File: src/rtl/dda_pkg.sv
// dda_pkg: shared types and constants of the dda stepper axis
// no dependencies; used by the step logic, the top level and the checker

package dda_pkg;

  localparam int REG_W       = 32;
  localparam int DENOM_W     = 31;
  localparam int KIND_W      = 2;
  localparam int CFG_IDX_W   = 2;
  localparam int IN_TDATA_W  = 32;
  localparam int IN_TUSER_W  = 8;
  localparam int OUT_TDATA_W = 40;
  localparam int OUT_PAD_W   = OUT_TDATA_W - REG_W - 3;

  typedef enum logic [KIND_W-1:0] {
    KIND_TICK   = 2'd0,
    KIND_START  = 2'd1,
    KIND_SETPOS = 2'd2
  } dda_kind_t;

  localparam logic [CFG_IDX_W-1:0] CFG_AXIS_MAX = 2'd0;
  localparam logic [CFG_IDX_W-1:0] CFG_TARGET   = 2'd1;
  localparam logic [CFG_IDX_W-1:0] CFG_DENOM    = 2'd2;

  typedef struct packed {
    logic stepped;
    logic moving_reverse;
    logic reached;
  } dda_flags_t;

endpackage

File: src/rtl/dda_stepper_axis.sv
// dda_stepper_axis: one axis of a Bresenham-style multi-axis move
// depends on dda_pkg and dda_step

// Takes one word per clock while in_tready is high and returns one result word
// per input word. Tick, start-move and set-position words are all handled
// by the combinational step logic, which updates position, direction, delta
// and the DDA accumulator in place. Results go through an output register backed
// by a one-word skid register, so in_tready drops only when both hold words that
// the sink has not taken. Configuration writes are accepted in every cycle and
// take effect on the next input word; they are meant to happen while the axis is
// idle. Internal arithmetic and compares are POSITION_WIDTH bits wide, signed.

module dda_stepper_axis import dda_pkg::*; #(
  parameter int POSITION_WIDTH = 32
) (
  input  logic                   clk,
  input  logic                   rst_n,
  input  logic                   in_tvalid,
  output logic                   in_tready,
  input  logic [IN_TDATA_W-1:0]  in_tdata,   // position_value[31:0]
  input  logic [IN_TUSER_W-1:0]  in_tuser,   // kind[1:0], zeros above
  output logic                   out_tvalid,
  input  logic                   out_tready,
  output logic [OUT_TDATA_W-1:0] out_tdata,  // stepped, moving_reverse,
                                             // position_now[31:0], reached, zeros
  input  logic                   cfg_valid,
  output logic                   cfg_ready,
  input  logic [CFG_IDX_W-1:0]   cfg_index,
  input  logic [REG_W-1:0]       cfg_data
);

  localparam int PW = POSITION_WIDTH;

  logic signed [PW-1:0] axis_max_r;
  logic signed [PW-1:0] target_r;
  logic signed [PW-1:0] denom_r;
  logic signed [PW-1:0] pos_r;
  logic signed [PW-1:0] acc_r;
  logic signed [PW-1:0] delta_r;
  logic                 rev_r;

  logic signed [PW-1:0] pos_nxt;
  logic signed [PW-1:0] acc_nxt;
  logic signed [PW-1:0] delta_nxt;
  logic                 rev_nxt;
  dda_flags_t           flags;

  logic signed [REG_W-1:0] cfg_data_s;
  logic signed [REG_W-1:0] in_pos_s;
  logic signed [PW-1:0]    in_pos;
  logic signed [REG_W-1:0] pos_out;

  logic                   in_fire;
  logic                   out_pop;
  logic [OUT_TDATA_W-1:0] res_word;
  logic                   out_valid_r;
  logic                   out_valid_nxt;
  logic [OUT_TDATA_W-1:0] out_data_r;
  logic [OUT_TDATA_W-1:0] out_data_nxt;
  logic                   skid_valid_r;
  logic                   skid_valid_nxt;
  logic [OUT_TDATA_W-1:0] skid_data_r;
  logic [OUT_TDATA_W-1:0] skid_data_nxt;

  assign cfg_ready  = 1'b1;
  assign cfg_data_s = cfg_data;
  assign in_pos_s   = in_tdata[REG_W-1:0];
  assign in_pos     = PW'(in_pos_s);

  assign in_tready = !skid_valid_r;
  assign in_fire   = in_tvalid && in_tready;
  assign out_pop   = out_valid_r && out_tready;

  dda_step #(
    .PW (PW)
  ) u_step (
    .kind      (in_tuser[KIND_W-1:0]),
    .pos_value (in_pos),
    .pos       (pos_r),
    .acc       (acc_r),
    .delta     (delta_r),
    .rev       (rev_r),
    .axis_max  (axis_max_r),
    .target    (target_r),
    .denom     (denom_r),
    .pos_nxt   (pos_nxt),
    .acc_nxt   (acc_nxt),
    .delta_nxt (delta_nxt),
    .rev_nxt   (rev_nxt),
    .flags     (flags)
  );

  // low 32 bits of the new position, sign kept for narrow widths
  assign pos_out  = REG_W'(pos_nxt);
  assign res_word = {{OUT_PAD_W{1'b0}}, flags.reached, pos_out,
                     flags.moving_reverse, flags.stepped};

  always_ff @(posedge clk) begin
    if (!rst_n) begin
      axis_max_r <= '0;
      target_r   <= '0;
      denom_r    <= '0;
    end else if (cfg_valid && cfg_ready) begin
      case (cfg_index)
        CFG_AXIS_MAX: axis_max_r <= PW'(cfg_data_s);
        CFG_TARGET:   target_r   <= PW'(cfg_data_s);
        CFG_DENOM:    denom_r    <= PW'(cfg_data[DENOM_W-1:0]);
        default: begin
        end
      endcase
    end
  end

  always_ff @(posedge clk) begin
    if (!rst_n) begin
      pos_r   <= '0;
      acc_r   <= '0;
      delta_r <= '0;
      rev_r   <= 1'b0;
    end else if (in_fire) begin
      pos_r   <= pos_nxt;
      acc_r   <= acc_nxt;
      delta_r <= delta_nxt;
      rev_r   <= rev_nxt;
    end
  end

  // output register with one skid word behind it
  always_comb begin
    out_valid_nxt  = out_valid_r;
    out_data_nxt   = out_data_r;
    skid_valid_nxt = skid_valid_r;
    skid_data_nxt  = skid_data_r;
    if (!out_valid_r || out_pop) begin
      out_valid_nxt  = skid_valid_r || in_fire;
      out_data_nxt   = skid_valid_r ? skid_data_r : res_word;
      skid_valid_nxt = 1'b0;
    end else if (in_fire) begin
      skid_valid_nxt = 1'b1;
      skid_data_nxt  = res_word;
    end
  end

  always_ff @(posedge clk) begin
    if (!rst_n) begin
      out_valid_r  <= 1'b0;
      skid_valid_r <= 1'b0;
    end else begin
      out_valid_r  <= out_valid_nxt;
      skid_valid_r <= skid_valid_nxt;
    end
  end

  always_ff @(posedge clk) begin
    out_data_r  <= out_data_nxt;
    skid_data_r <= skid_data_nxt;
  end

  assign out_tvalid = out_valid_r;
  assign out_tdata  = out_data_r;

endmodule

File: src/rtl/dda_step.sv
// dda_step: next-state and result logic for one item of the stepper axis
// depends on dda_pkg

module dda_step import dda_pkg::*; #(
  parameter int PW = 32
) (
  input  logic [KIND_W-1:0]   kind,
  input  logic signed [PW-1:0] pos_value,
  input  logic signed [PW-1:0] pos,
  input  logic signed [PW-1:0] acc,
  input  logic signed [PW-1:0] delta,
  input  logic                 rev,
  input  logic signed [PW-1:0] axis_max,
  input  logic signed [PW-1:0] target,
  input  logic signed [PW-1:0] denom,
  output logic signed [PW-1:0] pos_nxt,
  output logic signed [PW-1:0] acc_nxt,
  output logic signed [PW-1:0] delta_nxt,
  output logic                 rev_nxt,
  output dda_flags_t           flags
);

  localparam logic signed [PW-1:0] ONE = PW'(1);

  function automatic logic at_goal(input logic signed [PW-1:0] p,
                                   input logic                 r,
                                   input logic signed [PW-1:0] tgt,
                                   input logic signed [PW-1:0] amax);
    logic res;
    if (!r) begin
      res = (p >= tgt) || (p >= amax);
    end else begin
      res = (tgt >= p) || p[PW-1] || (p == '0);
    end
    return res;
  endfunction

  logic signed [PW-1:0] aim_base;
  logic signed [PW-1:0] diff;
  logic signed [PW-1:0] aim_delta;
  logic                 aim_rev;
  logic signed [PW-1:0] acc_sum;
  logic                 fire;
  logic                 blocked;
  logic                 step;

  // aim uses the new position on a set-position word
  assign aim_base  = (dda_kind_t'(kind) == KIND_SETPOS) ? pos_value : pos;
  assign diff      = target - aim_base;
  assign aim_rev   = target < aim_base;
  assign aim_delta = diff[PW-1] ? -diff : diff;

  assign acc_sum = acc + delta;
  assign fire    = !acc_sum[PW-1] && (acc_sum != '0);
  assign blocked = at_goal(pos, rev, target, axis_max);

  always_comb begin
    pos_nxt   = pos;
    acc_nxt   = acc;
    delta_nxt = delta;
    rev_nxt   = rev;
    step      = 1'b0;
    case (dda_kind_t'(kind))
      KIND_TICK: begin
        step    = fire && !blocked;
        acc_nxt = fire ? (acc_sum - denom) : acc_sum;
        if (step) begin
          pos_nxt = rev ? (pos - ONE) : (pos + ONE);
        end
      end
      KIND_START: begin
        rev_nxt   = aim_rev;
        delta_nxt = aim_delta;
        acc_nxt   = -(denom >>> 1);
      end
      KIND_SETPOS: begin
        pos_nxt   = pos_value;
        rev_nxt   = aim_rev;
        delta_nxt = aim_delta;
      end
      default: begin
        step = 1'b0;
      end
    endcase
  end

  assign flags.stepped        = step;
  assign flags.moving_reverse = rev_nxt;
  assign flags.reached        = at_goal(pos_nxt, rev_nxt, target, axis_max);

endmodule

File: config.mk
export PLATFORM = sky130hd
export DESIGN_NAME = dda_stepper_axis
export DESIGN_NICKNAME = d
export VERILOG_FILES = /design/src/rtl/dda_pkg.sv /design/src/rtl/dda_stepper_axis.sv /design/src/rtl/dda_step.sv
export SDC_FILE = /design/constraint.sdc
export NUM_CORES = 1
export LEC_CHECK = 0
export BUFFER_PORTS_ARGS = -buffer_cell sky130_fd_sc_hd__buf_2
export CORE_MARGIN = 3
export CORE_UTILIZATION = 57
export CTS_CLUSTER_SIZE = 24
export DETAILED_ROUTE_END_ITERATION = 10
export PLACE_DENSITY = 0.78
export SLEW_MARGIN = 20
export SYNTH_ARGS = -nofsm -noshare
export SYNTH_HDL_FRONTEND = slang
export SYNTH_SLANG_ARGS = --single-unit
File: constraint.sdc
create_clock -name clk -period 6.3 [get_ports clk]
set_clock_uncertainty 0.2 [all_clocks]
set_input_delay 0.315 -clock clk [delete_from_list [all_inputs] [get_ports clk]]
set_output_delay 0.315 -clock clk [all_outputs]
set_load 0.03 [all_outputs]
[After elaboration in Yosys (flattened, before gate mapping)]
Cells that the tools add are included.
Operators by class
  add/subtract/negate cells: 7
  magnitude comparators: 7
  equality and inequality tests: 4
  multiplexer cells: 12
  bitwise operators: 2
  reductions and logical operators: 30
Operators by type and width (number)
  32-bit greater-or-equal comparator: 6
  32-bit two-way mux: 5
  32-bit case mux with 2 select lines: 2
  32-bit logical NOT: 2
  32-bit subtractor: 2
  35-bit two-way mux: 1
  32-bit by 2-bit adder with 32-bit output (second input constant): 1
  32-bit adder: 1
  32-bit < comparator: 1
  30-bit negation with 32-bit output: 1
  32-bit negation: 1
  32-bit nonzero test: 1
  32-bit by 2-bit subtractor with 32-bit output (second input constant): 1
  2-bit AND reduction: 6
  1-bit logical OR: 8
  2-bit by 1-bit == test with 1-bit output (second input constant): 2
  2-bit == test (second input constant): 2
  1-bit logical AND: 4
  1-bit logical NOT: 4
  2-bit logical NOT: 2
  1-bit two-way mux: 4
  2-bit OR reduction: 2
  1-bit inverter: 2
  2-bit nonzero test: 1
Storage, ports and cells
  register bits: 264
  bits of input ports: 79
  output and inout bits: 43

[Depth between registers and ports, before layout]
Gate-level depths: netlist of run 1.
  word-level depth: 13
  gate-level depth with buffers: 34

[Hierarchy]
A second synthesis of run 1 with hierarchy kept.
Second synthesis, totals
  cell total of the unflattened synthesis: 2802
  area total of the unflattened synthesis: 22333.9 sq um
By module, submodules not included
  dda_step: instances 1, cells an instance 1901, area an instance 12982.5 sq um
  dda_stepper_axis: instances 1, cells an instance 901, area an instance 9351.5 sq um

[Worst setup path after synthesis of run 1]
OpenSTA, ideal clock, no wires.
  path kind: reg-to-reg
  start point: register acc_r[10]
  end point: register out_data_r[34], in the netlist out_tdata[34] (data pin)
  setup time: 262 ps
  arrival time: 6462 ps
  data required time: 5838 ps
  path slack: -625 ps
  cell stages (with the launch flop): 33
  path buffers: 2
  period minus slack after synthesis: 6925 ps
  cells stage by stage: dfxtp_1 -> ha_1 -> buf_2 -> and3_1 -> nand3_1 -> or3_1 -> a2111oi_2 -> o21ai_1 -> xnor2_1 -> or4b_1 -> nor4_2 -> a31oi_1 -> nand2_2 -> inv_2 -> buf_6 -> a221oi_1 -> ha_1 -> a21o_1 -> a21o_1 -> a21o_1 -> a21oi_1 -> nor2b_1 -> o21ai_0 -> nand2b_1 -> a21oi_1 -> o21ai_0 -> nor2b_1 -> a211oi_1 -> mux2_2 -> nor3b_1 -> a2bb2oi_1 -> o41ai_2 -> mux2_1
RTL lines
  start: declaration: line dda_stepper_axis.sv:38  | logic signed [PW-1:0] acc_r;
  start signal: assignment: line dda_stepper_axis.sv:122  | acc_r <= acc_nxt;
  end signal: assignment: line dda_stepper_axis.sv:155  | out_data_r <= out_data_nxt;
  end: declaration: line dda_stepper_axis.sv:58  | logic [OUT_TDATA_W-1:0] out_data_r;

==> summary.md, run 1 <==
| Metric | Value |
|---|---|
| Final setup margin | -0.586 ns |
| Final Critical Period | 6.89 ns |
| Grt ovf | 0 |
| # setup viols final | 2 |
| Most frequent cells in the layout | buf_4 (366), nand2_1 (332), a21oi_1 (323) |
| Vias per cell | 6.12 |
| Fraction of registers with async set/reset | 0% |
| Max H-tree Level | 1 |
| Ports | 122 |
| Vias in the first global route | 21699 |
| Multi-input gate area | 0.0149 sq mm |
| Crit. End Element | flop |
| Cells after synthesis | 2705 |
| Power per cell area | 271 mW/mm^2 |
| Seq/Total Area, Yosys | 27.9% |
| Num rows | 70 |
| Final hold violations | 0 |
| Violated checks | setup timing |
| Initial antenna violation count | 0 |
| Netlist cell types | 86 |
| Leakage power | 12.0 nW |
| Max Cap Viol | 0 |
| Status | finished with violations |
| Net count, final | 3490 |
| Critical Path RT | 6.43 ns |
| Vias | 22521 |
| CTS max path bufs | 3 |
| Worst Hold Class | input port to flop |
| Slew @ Worst Pin | 1.02 ns |
| Drt drc | 0 |
| Fmax | 145 MHz |
| Clock transition at path regs | 0.07 ns |
| Synthesis-stage register bit count | 264 |
| Routed wire length | 76400 um |
| Ys flop type | dfxtp_1 |
| Iter 0 DRT Violations | 1928 |
| Final core occ | 73.7% |
| Share of cells above drive strength 1 | 21.2% |
| Core area | 0.0369 sq mm |
| Clk Latency, worst-skew pair | 0.59 ns |
| Full die area | 0.0400 sq mm |
| Peak VDD IR | 0.000263 V |
| Largest net degree at the start of global routing | 88 |
| Critical path type | flop to flop |
| EDFF count, synth | 70 |
| Die height | 200 um |
| Aggregate negative setup slack | -1.04 ns |
| Synthesized cell area | 0.0215 sq mm |
| Antenna cell count | 0 |
| Hold Path Stages | 4 |
| TritonCTS clock tree | built |
| Die X | 200 um |
| Clock Sink Count | 264 |
| Layout area overhead | 26.6% |
| Fin. max-slew vios | 0 |
| Drt wl/cell | 20.8 um |
| Most common cell after layout, fill and taps aside | buf_4 |
| Num CTS Buffers | 31 |
| Gp weighted congestion | 1.03 |
| Slowest cell on crit path | or4b_1 |
| Overall routing resource usage | 36.7% |
| Clk root buf | clkbuf_16 |
| Final ANT Viol Nets | 0 |
| Critical Path Fanout Max | 8 |
| RSZ-0062 raised after global routing | yes |
| Fill count | 2905 |
| Hpwl dp | 58200 um |
| FF-to-FF path depth | 34 |
| Most used cell, CP | a21o_1 |
| Seq. cell area | 0.00600 sq mm |
| Starting Density | 58.2% |
| Port bufs | 109 |
| CP max stage delay | 0.54 ns |
| Setup crit start kind | flop |
| Slew headroom | 31.8% |
| WP data arrival | 7.02 ns |
| First-pass GRT wire length | 116000 um |
| Mean Syn Cell Area | 7.94 sq um |
| Yosys warns | 0 |
| Drt pass-1 iters | 6 |
| Final period util | 109% |
==> Yosys cell counts, types with 6 or more instances <==
cell         n  area, sq um
a21o_1      62          465
and2_1      18          113
a21boi_0    10         75.1
o21a_1      26          195
mux2_2      15          169
nand2_1    333         1250
or3_1       22          138
buf_4        7         52.6
a221oi_1    12          105
o221ai_1    10         87.6
a211oi_1    81          608
o21ai_0    137          686
o21bai_1    12         90.1
ha_1       257         3220
o21ai_1      7         35.0
inv_1      176          661
nor3_1      41          205
nor3b_1      8         60.1
o211ai_1    20          150
o211a_1      8         80.1
nor2_1     196          736
dfxtp_1    194         3880
clkbuf_1    85          319
or4_1        7         52.6
a21oi_1    335         1680
mux2i_1     36          360
nand3_1     47          235
o31ai_1      8         60.1
or2_2        8         50.1
nand4_1     47          294
a31oi_1     19          119
nor4_1      29          181
nand2b_1    34          213
edfxtp_1    70         2100
nor2b_1     28          175
and3_1      21          131
a2111oi_0    9         78.8
buf_1       15         56.3
and4_1      11         96.3
xnor2_1    114          998
a22oi_1      6         45.0
xor2_1      36          315
==> worst max-delay path: cells and delay by family (launching register included) <==
family          cells  cell delay (ns)
xor+xnor            1             0.14
flops               1             0.36
compound gates     16             2.42
fa+ha+maj           2             0.46
simple gates        9             1.82
buf+inv             4             0.60
mux                 2             0.61
==> flip-flops by register name, indices dropped and copies added (netlist names) <==
name / cells
skid_valid_r: 1
axis_max_r: 32
target_r: 32
pos_r: 32
rev_r: 1
delta_r: 32
acc_r: 32
skid_data_r: 35
out_tvalid: 1
out_tdata: 35
denom_r: 31
==> cell type report <==
cell class,count,area share [%]
timing repair buffer,520,13.9
clock inverter,20,1.10
clock buffer,37,3.05
tap,504,2.32
multi-input combinational,2154,55.0
sequential,264,22.1
inverter,179,2.51
==> worst paths after layout <==
kind	startpoint	to	slack [ns]
worst max-delay path	acc_r[1]	out_tdata[34]	-0.59
worst min-delay path	in_tdata[26]	skid_data_r[28]	0.05
worst max register to register	acc_r[1]	out_tdata[34]	-0.59
worst min register to register	denom_r[20]	denom_r[20]	0.26
==> per-stage QoR <==
stage | worst slack, ns | power [mW] | hold slack [ns] | std cells | cell area (sq um)
finish | -0.586 | 7.37 | 0.0485 | 3678 | 27200
global route | -0.800 | 7.73 | 0.0487 | 3678 | 27200
CTS | -0.501 | 7.24 | 0.0143 | 3667 | 26900
detailed placement | -0.986 | 5.13 | 0.252 | 3560 | 25000
global placement | -0.771 | 5.05 | 0.245 | 3560 | 25000
floorplan | -0.233 | 4.06 | 0.236 | 2709 | 21600
==> cell families (layout without fill, tap and decap cells) <==
family	count (synthesis)	after routing	share of synthesized area, %
adders and majority gates	261	261	15.4
other	2	6	0.0350
muxes	52	52	2.52
xor gates and xnor gates	150	150	6.12
AOI/OAI and AO/OA	811	811	23.5
buffers and inverters	291	756	5.27
and+or+nand+nor	874	874	19.3
DFF	264	264	27.9
==> report_power, final <==
group	internal (mW)	leakage, nW	total (mW)	switching (mW)
Clock	1.23	0.555	2.02	0.794
Sequential	1.89	2.30	1.98	0.0952
Combinational	1.48	9.13	3.36	1.88
==> repair_timing <==
item,4_1_cts,5_1_grt
hold buffers,35,0
setup buffers,15,10
hold endpoints to repair,99,0
resized for setup,61,42
pin swaps,41,25
setup endpoints to repair,2,2
==> routing by layer <==
metal | share of wire [%] | up-vias | wire, um | track usage (%)
met1 | 41 | 10613 | 31400 | 47.3
li1 | - | 10672 | - | -
met3 | 7.2 | 239 | 5490 | 5.05
met5 | 0 | - | 0 | 0
met2 | 47 | 997 | 35700 | 62.0
met4 | 4.9 | 0 | 3760 | 15.4
Note: power is estimated with default switching activity, not from simulation.
==> run 2: changes to the inputs <==
--- a/config.mk
+++ b/config.mk
@@ -14,4 +14,5 @@
 export SLEW_MARGIN = 20
 export SYNTH_ARGS = -nofsm -noshare
 export SYNTH_HDL_FRONTEND = slang
+export SYNTH_HIERARCHICAL = 1
 export SYNTH_SLANG_ARGS = --single-unit
==> run 2 against run 1 <==
Against the previous run:
- the flow still finishes with violations (setup timing)
- clock power decreased by 8%
- hold slack got worse by 0.022 ns
- register-to-register slack got worse by 0.06 ns
- total power increased by 2.0%
- clock-buffer cell count increased by 1
- wire length increased by 5.6%
- flip-flop and latch count unchanged
- die area increased by 3.9%
- synthesized cell count increased by 3.6%
- largest power group unchanged
- highest routed layer is now met5
==> summary.md, run 2 <==
| Metric | Value |
|---|---|
| Status | finished with violations |
| Violated checks | setup timing |
| Netlist cell types | 92 |
| Clock Sink Count | 264 |
| Peak VDD IR | 0.000213 V |
| Crit. End Element | flop |
| Aggregate negative setup slack | -1.16 ns |
| Slowest cell on crit path | mux2_2 |
| Die X | 204 um |
| Routed wire length | 80700 um |
| Drt wl/cell | 21.1 um |
| # setup viols final | 2 |
| Yosys warns | 6 |
| CTS max path bufs | 3 |
| Most used cell, CP | a21o_1 |
| Clk root buf | clkbuf_16 |
| Leakage power | 12.6 nW |
| RR Startpoint | delta_r[0] |
| Area share of the largest cell type after synthesis | 17.4% |
| Critical path startpoint | delta_r[0] |
| Synthesis-stage register bit count | 264 |
| Port bufs | 109 |
| Total Power | 7.51 mW |
| Final setup margin | -0.649 ns |
| Synthesized cell area | 0.0223 sq mm |
| Power per cell area | 267 mW/mm^2 |
| Full die area | 0.0416 sq mm |
| CP max stage delay | 0.40 ns |
| Drt pass-1 iters | 6 |
| Grt ovf | 0 |
| First-pass GRT wire length | 125000 um |
| RSZ-0062 raised after global routing | yes |
| Final Critical Period | 6.95 ns |
| Critical Path Fanout Max | 5 |
| Initial antenna violation count | 3 |
| Critical path type | flop to flop |
| Hpwl dp | 61000 um |
| Most frequent cells in the layout | buf_4 (435), nand2_1 (350), ha_1 (246) |
| Clock transition at path regs | 0.07 ns |
| Ports | 122 |
| Fmax | 144 MHz |
| Most frequent cell after synthesis | nand2_1 |
| Iter 0 DRT Violations | 2474 |
| Post-synth top cells | nand2_1 (351), ha_1 (257), dfxtp_1 (194) |
| Most common cell after layout, fill and taps aside | buf_4 |
| Vias | 23693 |
| Hold path start | rst_n |
| Slew @ Worst Pin | 1.09 ns |
| Fin. max-slew vios | 0 |
| Largest net degree at the start of global routing | 87 |
| Share of cells above drive strength 1 | 22.0% |
| Non-Filler Instances | 3830 |
| TritonCTS clock tree | built |
| Gp weighted congestion | 1.01 |
| Final period util | 110% |
| Vias in the first global route | 22902 |
| Finished Cell Area | 0.0281 sq mm |
| Vias per cell | 6.19 |
| Synth top area cells | dfxtp_1 (17%), ha_1 (14%), edfxtp_1 (9.4%) |
| Ys flop type | dfxtp_1 |
| WP data arrival | 7.08 ns |
| Cells after DPL | 3727 |
| Setup crit start kind | flop |
| Post-DP Area | 0.0263 sq mm |
| Final ANT Viol Nets | 0 |
| Cells after synthesis | 2802 |
| Drt drc | 0 |
| EDFF count, synth | 70 |
| Worst-case hold slack | 0.0264 ns |
| Largest area contributor in the netlist | dfxtp_1 |
| Net count, final | 3633 |
| Layout area overhead | 25.9% |
| Num rows | 71 |
| Slew headroom | 27.5% |
| FF-to-FF path depth | 33 |
| Core area | 0.0381 sq mm |
| Fraction of registers with async set/reset | 0% |
| Hold Path Stages | 2 |
| Overall routing resource usage | 37.5% |
| Die height | 204 um |
| Critical Path RT | 6.43 ns |
| Max H-tree Level | 1 |
| Mean Syn Cell Area | 7.97 sq um |
| Worst Hold Class | input port to flop |
| Max Cap Viol | 0 |
| Clk Latency, worst-skew pair | 0.58 ns |
| Final hold violations | 0 |
| Starting Density | 58.6% |
| Num CTS Buffers | 30 |
| Seq/Total Area, Yosys | 26.8% |
==> run 2: cell types whose count changed after synthesis, moves of 21 or more <==
cell / previous run / this run
a211oi_1: 81 / 10
nor2_1: 196 / 142
a21oi_1: 335 / 176
o21ai_0: 137 / 172
xnor2_1: 114 / 93
a21boi_0: 10 / 99
o21a_1: 26 / 55
nand3_1: 47 / 165
mux2_2: 15 / 42
o21ai_1: 7 / 46
buf_2: 4 / 35
==> run 2: timing repair <==
item                                   CTS  global route
gates resized for setup                 30            22
endpoints found under the hold margin   97             0
setup endpoints to repair                2             2
gates cloned                             1             0
hold buffers                            33             0
pin swaps                               17             3
buffers inserted                         9             1
==> run 2: cells by family after synthesis <==
logic type      after synthesis  share of synthesized area [%]
flops                       264                           26.8
fa+ha+maj                   261                           14.8
simple gates                921                           19.6
compound gates              826                           24.0
other cells                   2                         0.0336
mux                          68                           3.28
xor+xnor                    146                           5.73
buf+inv                     314                           5.74
==> run 2: path summary, 6_finish.rpt <==
kind / endpoint / slack, ns
min reg2reg: axis_max_r[27] / 0.26
max: out_tdata[34] / -0.65
min: acc_r[7] / 0.03
max reg2reg: out_tdata[34] / -0.65
==> run 2: metrics by stage <==
stage / utilization [%] / setup WS (ns)
final: 73.8 / -0.649
after detailed placement: 69.1 / -0.769
after global routing: 73.8 / -0.994
after floorplan: - / -0.235
after global placement: 69.1 / -0.581
after CTS: 73.3 / -0.543
==> run 2: report_power, final <==
| part | switching, mW | internal, mW |
|---|---|---|
| Clock | 0.786 | 1.07 |
| Sequential | 0.0930 | 1.88 |
| Combinational | 2.07 | 1.61 |
| Total | 2.95 | 4.56 |
==> run 2: cell type report <==
| cell class | count | area [sq um] |
|---|---|---|
| Inverter | 183 | 689 |
| Multi-Input combinational cell | 2233 | 15500 |
| Antenna cell | 2 | 5.00 |
| Timing Repair Buffer | 581 | 4220 |
| Sequential cell | 264 | 6000 |
| Fill cell | 2951 | 9990 |
| Clock buffer | 38 | 843 |
| Tap cell | 511 | 639 |
| Clock inverter | 18 | 188 |
==> run 2: layer usage <==
metal  track usage, %  wire (um)  up-vias
met5                0          7        -
met4             16.2       4210        2
met3             4.20       6520      269
met2             62.9      37200     1161
met1             49.0      32800    11148
li1                 -          -    11113
==> run 2: critical path, delay by kind of cell (launching register included) <==
family,cells,cell delay [ns]
simple gates,13,1.96
flops,1,0.36
fa+ha+maj,3,0.73
buf+inv,2,0.19
mux,2,0.67
compound gates,13,2.56
